--- config.mk ---
export PLATFORM = sky130hd
export DESIGN_NAME = acpu12_exec
export DESIGN_NICKNAME = d
export VERILOG_FILES = /design/src/acpu12_pkg.sv /design/src/acpu12_exec.sv
export SDC_FILE = /design/constraint.sdc
export NUM_CORES = 1
export LEC_CHECK = 0
export CAP_MARGIN = 20
export CORE_MARGIN = 1.5
export CORE_UTILIZATION = 55
export DETAILED_ROUTE_END_ITERATION = 16
export DONT_BUFFER_PORTS = 1
export PLACE_DENSITY = 0.7
export SYNTH_ARGS = -nofsm -noshare
export SYNTH_HDL_FRONTEND = slang
export SYNTH_SLANG_ARGS = --single-unit
--- constraint.sdc ---
create_clock -name vclk -period 4.06
set_clock_uncertainty 0.1 [all_clocks]
set_input_delay 0.203 -clock vclk [all_inputs]
set_output_delay 0.203 -clock vclk [all_outputs]
set_load 0.05 [all_outputs]
--- src/acpu12_pkg.sv ---
// Package for the 12-bit accumulator CPU core: field widths, opcodes,
// payload structs for the request and response channels, execute-unit result.
// No dependencies.
package acpu12_pkg;

   localparam int WORD_W = 12;
   localparam int ADDR_W = 9;
   localparam int OPC_W  = 3;
   localparam int STEP_W = 32;

   // request kinds
   localparam logic REQ_WRITE = 1'b0;
   localparam logic REQ_STEP  = 1'b1;

   typedef enum logic [OPC_W-1:0] {
      OP_STORE  = 3'd0,
      OP_LOAD   = 3'd1,
      OP_ADD    = 3'd2,
      OP_BRANCH = 3'd3,
      OP_BRZ    = 3'd4,
      OP_CLEAR  = 3'd5,
      OP_DEC    = 3'd6,
      OP_NOP    = 3'd7
   } opcode_type;

   typedef struct packed {
      logic              req_type;
      logic [ADDR_W-1:0] load_address;
      logic [WORD_W-1:0] load_word;
   } req_payload_type;

   typedef struct packed {
      logic [WORD_W-1:0] accumulator;
      logic [ADDR_W-1:0] program_counter;
      logic              zero_flag;
      logic              halted;
      logic [OPC_W-1:0]  executed_opcode;
      logic [STEP_W-1:0] step_count;
   } rsp_payload_type;

   // what one instruction does to the architectural state
   typedef struct packed {
      opcode_type        opcode;
      logic [WORD_W-1:0] acc_next;
      logic              zero_next;
      logic [ADDR_W-1:0] pc_next;
      logic              store;
      logic [ADDR_W-1:0] target;
   } exec_result_type;

endpackage

--- src/acpu12_exec.sv ---
// Execute unit: decodes one instruction word and computes the next
// accumulator, zero flag and program counter. Uses acpu12_pkg.
module acpu12_exec
   import acpu12_pkg::*;
(
   input  logic [WORD_W-1:0] acc,
   input  logic              zero,
   input  logic [ADDR_W-1:0] pc,
   input  logic [WORD_W-1:0] instr,
   input  logic [WORD_W-1:0] operand,
   output exec_result_type   result
);
   opcode_type        opcode;
   logic [ADDR_W-1:0] target;
   logic [ADDR_W-1:0] pc_inc;
   logic [WORD_W-1:0] acc_next;
   logic              acc_write;

   assign opcode = opcode_type'(instr[WORD_W-1:ADDR_W]);
   assign target = instr[ADDR_W-1:0];
   assign pc_inc = pc + ADDR_W'(1);

   always_comb begin
      acc_next       = acc;
      acc_write      = 1'b0;
      result.pc_next = pc_inc;
      result.store   = 1'b0;
      unique case (opcode)
         OP_STORE:  result.store = 1'b1;
         OP_LOAD: begin
            acc_next  = operand;
            acc_write = 1'b1;
         end
         OP_ADD: begin
            acc_next  = acc + operand;
            acc_write = 1'b1;
         end
         OP_BRANCH: result.pc_next = target;
         OP_BRZ: begin
            if (zero) begin
               result.pc_next = target;
            end
         end
         OP_CLEAR: begin
            acc_next  = '0;
            acc_write = 1'b1;
         end
         OP_DEC: begin
            acc_next  = acc - WORD_W'(1);
            acc_write = 1'b1;
         end
         OP_NOP: ;
      endcase
      result.opcode    = opcode;
      result.acc_next  = acc_next;
      result.zero_next = acc_write ? (acc_next == '0) : zero;
      result.target    = target;
   end
endmodule

== Yosys cells after proc, flatten, opt, wreduce, memory -nomap -nowiden ==
Index checks and enable logic that the tools add are counted.

* Register bits after elaboration: 0
* Bits of input ports: 46
* Output and inout bits: 35

* Add/subtract/negate cells: 3
* Eq/ne operators: 6
* Muxes and demuxes: 6
* Reductions and logical operators: 3

{| class="wikitable"
|+ Operator list
! kind !! number
|-
| $pmux W12 S4 || 1
|-
| $pmux W9 S2 || 1
|-
| $add A12 B12 Y12 || 1
|-
| $logic_not A12 Y1 || 1
|-
| $sub A12 B1 Y12 const B || 1
|-
| $add A9 B1 Y9 const B || 1
|-
| $eq A3 B3 Y1 const B || 3
|-
| $mux W9 || 1
|-
| $eq A3 B2 Y1 const B || 2
|-
| $reduce_or A4 Y1 || 1
|-
| $eq A3 B1 Y1 const B || 1
|-
| $logic_not A3 Y1 || 1
|-
| $mux W1 || 3
|}

== Longest topological paths before layout ==
Gate-level depths: netlist of run 1.

* Depth after elaboration: 4
* Depth in mapped cells: 15

== Worst setup path after synthesis of run 1 ==
Ideal clock, no wire load.

* Kind: input to output
* From: input operand[0]
* To: output result[19] in the netlist's numbering
* Arrival: 4.490 ns
* Data required time: 3.757 ns
* Setup slack: -0.733 ns
* Stages: 14
* Cells stage by stage: or4_1 or2_2 nor3_1 xnor2_1 nand2_1 ha_1 buf_4 a21o_1 a311oi_1 a21oi_1 a211o_1 nand4bb_1 or4_1 o41ai_2

{| class="wikitable"
|+ RTL lines
! what !! RTL line !! text
|-
| start, declared || acpu12_exec.sv:10 || <nowiki>input logic [WORD_W-1:0] operand,</nowiki>
|-
| end, declared || acpu12_exec.sv:11 || <nowiki>output exec_result_type result</nowiki>
|}

==> results.toml, run 1 <==
[sta]
slew_headroom_pct = 36.6
finalMaxSlewViolations = 0
post-route-min-period_ns = 3.92
holdWs_ns = 0.306
setup_tns_ns = 0
setup_viol = 0
min_period_over_period_pct = 96.5
hold_viol = 0
fmax_mhz = 255
rsz0062_at_grt = "false"
worst_pin_slew_ns = 0.944

[logic_synthesis]
syn_area_per_cell_um2 = 6.68
synthCells = 224
syn_area_um2 = 1500
ys_types = 54
ys_warn_count = 0
ys_seq_area_share_pct = 0
syn-num-nets = 286

[run_status]
status = "complete, no violations"

[critical_path]
arrival_ns = 3.61
worstSetupPathType = "in2out"
crit_path_start_kind = "primary input"
worst-path-max-fanout = 4
critPathRequiredTime_ns = 3.76
cp-end-kind = "primary output"

[die]
start_util_pct = 59.3
dieHeight_um = 55.2
design.core.area_um2 = 2520
rows = 18
die-width_um = 55.2
ios = 81
dieArea_um2 = 3040

[final_layout]
fin_util_pct = 63.5
drive_gt1_share_pct = 16.7
layout_commonest_cell = "nand2_1"
final.clkbuf_count = 0
areaGrowthSynthToFinish_pct = 7.02
final_area_um2 = 1600
layout_common_cells = "36 x nand2_1, 20 x buf_4, 13 x xnor2_1, 13 x o21ai_0"
nNetsFinal = 286
seq_cells = 0
n_antenna_cell = 0
regArea_um2 = 0

[detailed_routing]
drt-initial-drc-count = 79
viasPerCell = 6.83
vias = 1721
drt-wirelength-per-cell_um = 18.1
dr.pass1.iters = 5
drt-met1-wl_um = 1820
wl_um = 4560
top_layer_used = "met4"
drc_errors = 0
ant_nets = 0
wl_met3_um = 548
met2_length_um = 2120

[place]
io_buffer_count = 0
dpl.hpwl_um = 3640
post_dp_cell_area_um2 = 1560
gp_congestion = 0.942

[min_path]
min_to = "result[3]"
whs_path_depth = 0
min_path_type = "in2out"
hold_path.startpoint = "instr[3]"

[clocking]
cts_hold_buffers = 0
post_cts_buffers = 0
cts_resized = 0

[global_route]
grt_pass1_vias = 1412
grt_max_degree = 23
grt_usage_pct = 28.3
antenna_found_initial = 0
grt_pass1_wl_um = 6410
overflow = 0

[power]
leakage_nw = 0.668
power_density_nw_per_um2 = 201
vdd_ir_drop_max_v = 0.000154

[job]
cap_viol_max_count = 0
[power by group]
part | internal [mW] | switching, mW | total, mW | leakage (nW)
Combinational | 0.112 | 0.211 | 0.322 | 0.668
Clock | 0 | 0 | 0 | 0
Sequential | 0 | 0 | 0 | 0
Total | 0.112 | 0.211 | 0.322 | 0.668
[worst max path at each step]
stage / start / endpoint / slack [ns] / cells past startpoint
finish: operand[0] / result[19] / 0.14 / 12
global route: operand[0] / result[19] / 0.01 / 17
CTS: operand[0] / result[19] / 0.09 / 12
detailed placement: operand[0] / result[19] / 0.09 / 14
global placement: operand[0] / result[19] / 0.16 / 12
floorplan: operand[0] / result[19] / -0.52 / 14
[kinds of logic after synthesis]
kind of cell    after synthesis  synth area share [%]
simple gates                 89                  28.9
buf+inv                      32                  12.4
xor+xnor                     21                  13.2
fa+ha+maj                    16                  13.9
compound gates               64                  30.1
mux                           2                  1.50
[per-stage QoR]
stage | setup WS (ns) | power [mW] | instances
floorplan | -0.523 | 0.284 | 224
global placement | 0.155 | 0.307 | 252
detailed placement | 0.0888 | 0.312 | 252
CTS | 0.0929 | 0.313 | 252
global route | 0.0111 | 0.345 | 252
finish | 0.143 | 0.322 | 252
[synth_stat cells (3+ instances only)]
master / n / share of area, %
nor2_1: 12 / 3.0
nor3_1: 6 / 2.0
nand2_1: 36 / 9.0
o21ai_0: 19 / 6.4
a22o_1: 4 / 2.3
ha_1: 15 / 13
buf_4: 15 / 7.5
a21oi_1: 6 / 2.0
nand2b_1: 4 / 1.7
nor2b_1: 3 / 1.3
o211ai_1: 3 / 1.5
nand3_1: 11 / 3.7
xnor2_1: 13 / 7.6
a21o_1: 3 / 1.5
or4_1: 3 / 1.5
inv_1: 10 / 2.5
clkbuf_1: 4 / 1.0
xor2_1: 7 / 4.1
a22oi_1: 9 / 4.5
[per-layer routing]
metal	global-route usage (%)	vias up
met4	6.50	0
met2	46.2	125
met3	2.42	6
li1	-	801
met1	40.1	789
met5	0	-
[area by class of cell]
cell class | instances | area, um^2
Fill cell | 240 | 921
Inverter | 10 | 37.5
Multi-Input combinational cell | 192 | 1380
Tap cell | 30 | 37.5
Timing Repair Buffer | 20 | 150
[critical path: stages]
cell	delay [ns]
or4_4	0.53
or2_4	0.27
xor2_1	0.13
nand2_1	0.15
ha_4	0.25
a221o_1	0.36
o2111a_1	0.25
a211o_2	0.32
nand4bb_1	0.17
or4_1	0.49
o41ai_2	0.23
buf_4	0.25
(Power assumes the default switching activity.)
==> inputs of run 2 (changes only) <==
--- a/config.mk
+++ b/config.mk
@@ -11,6 +11,7 @@
 export DETAILED_ROUTE_END_ITERATION = 16
 export DONT_BUFFER_PORTS = 1
 export PLACE_DENSITY = 0.7
+export RECOVER_POWER = 100
 export SYNTH_ARGS = -nofsm -noshare
 export SYNTH_HDL_FRONTEND = slang
 export SYNTH_SLANG_ARGS = --single-unit
==> constraint.sdc (replaced) <==
create_clock -name vclk -period 4.06
set_clock_uncertainty 0.1 [all_clocks]
set_input_delay 0.812 -clock vclk [all_inputs]
set_output_delay 0.812 -clock vclk [all_outputs]
set_load 0.05 [all_outputs]
==> results.toml, run 2 (synthesized netlist as in run 1, its figures left out) <==
[final_layout]
fin_util_pct = 87.2
areaGrowthSynthToFinish_pct = 47.0
multi_input_area_um2 = 1600
seq_cells = 0
instances_no_fill = 294
n_antenna_cell = 0
final.clkbuf_count = 0
fillers = 121
layout_common_cells = "52 x buf_4, 34 x nand2_1, 12 x xnor2_1"
layout_commonest_cell = "buf_4"
drive_gt1_share_pct = 38.6
nNetsFinal = 328
regArea_um2 = 0

[place]
io_buffer_count = 0
dpl.hpwl_um = 4140
placed_cells = 287
gp_congestion = 1.04

[critical_path]
worst-path-max-fanout = 4
crit_path_start_kind = "primary input"
critPathRequiredTime_ns = 3.15
cp_common_cell = "or4_4"
path_cells = "or4_4 -> or2_4 -> nor3_2 -> xnor2_1 -> nand2_1 -> ha_4 -> a21o_1 -> a311oi_1 -> a21oi_1 -> a211o_2 -> nand4bb_1 -> or4_4 -> o41ai_2 -> buf_4"
slowest_stage = "or4_4"
worstSetupPathType = "in2out"
max_stage_delay_ns = 0.53
arrival_ns = 4.34
cp-end-kind = "primary output"

[power]
leakage_nw = 0.927
power_mw = 0.472
power_density_nw_per_um2 = 215
vdd_ir_drop_max_v = 0.000167

[sta]
fmax_mhz = 190
finalMaxSlewViolations = 0
min_period_over_period_pct = 129
post-route-min-period_ns = 5.25
setup_tns_ns = -2.96
holdWs_ns = 1.52
fin_ws_ns = -1.19
slew_headroom_pct = 28.1
setup_viol = 6
worst_pin_slew_ns = 1.07
hold_viol = 0
rsz0062_at_grt = "true"

[detailed_routing]
drt-wirelength-per-cell_um = 21.7
drc_errors = 0
dr.pass1.iters = 5
drt-initial-drc-count = 177
vias = 2104
viasPerCell = 7.16
wl_um = 6380
ant_nets = 0

[global_route]
grt_pass1_vias = 1693
overflow = 0
grt_max_degree = 23
antenna_found_initial = 0
grt_usage_pct = 35.8
grt_pass1_wl_um = 8000

[die]
start_util_pct = 59.3
ios = 81
rows = 18
dieHeight_um = 55.2
dieArea_um2 = 3040
design.core.area_um2 = 2520
die-width_um = 55.2

[clocking]
cts_hold_buffers = 0

[run_status]
status = "finished, violations left"
violations = "setup timing"

[job]
cap_viol_max_count = 0

[min_path]
min_path_type = "in2out"
[run 2: cell count changes in the layout (fill, tap and decap cells not counted), sizes merged]
cell / before / now
buf: 20 / 60
clkbuf: 0 / 2
[run 2: worst max-delay path, delay by kind of cell]
family,cells,cell delay (ns)
AO/OA/AOI/OAI,5,1.07
XOR/XNOR,1,0.14
adder cells (fa/ha/maj),1,0.25
buffers and inverters,1,0.26
AND/OR/NAND/NOR,6,1.81
[run 2: layer usage]
metal,GRT usage [%],vias up,part of all wire [%]
li1,-,888,-
met1,45.8,944,34
met2,59.3,209,46
met3,6.18,63,12
met4,14.2,0,7.5
met5,0,-,0
[run 2: worst paths after layout]
path	startpoint	end	slack, ns	cells past startpoint
max	operand[0]	result[19]	-1.19	14
min	instr[8]	result[8]	1.52	0
[run 2: timing repair]
| action | CTS | global route |
|---|---|---|
| pin swaps | 10 | 6 |
| setup buffers | 2 | 5 |
| gates resized for setup | 30 | 13 |
| endpoints found under the setup margin | 7 | 8 |
[run 2: metrics by stage]
stage	cell area, um^2	worst slack, ns
final	2200	-1.19
after global routing	2200	-1.28
after CTS	2090	-1.00
after detailed placement	1910	-1.14
after global placement	1910	-1.08
after floorplan	1580	-1.74
[run 2: power breakdown]
group	switching [mW]	internal (mW)	total (mW)	leakage [nW]
combinational	0.271	0.201	0.472	0.927
sequential	0	0	0	0
clock	0	0	0	0
total	0.271	0.201	0.472	0.927
[run 2: cell type report]
type,instances,share of cell area (%)
Multi-Input combinational cell,192,72.7
Timing Repair Buffer,62,23.9
Tap cell,30,1.71
Inverter,10,1.71
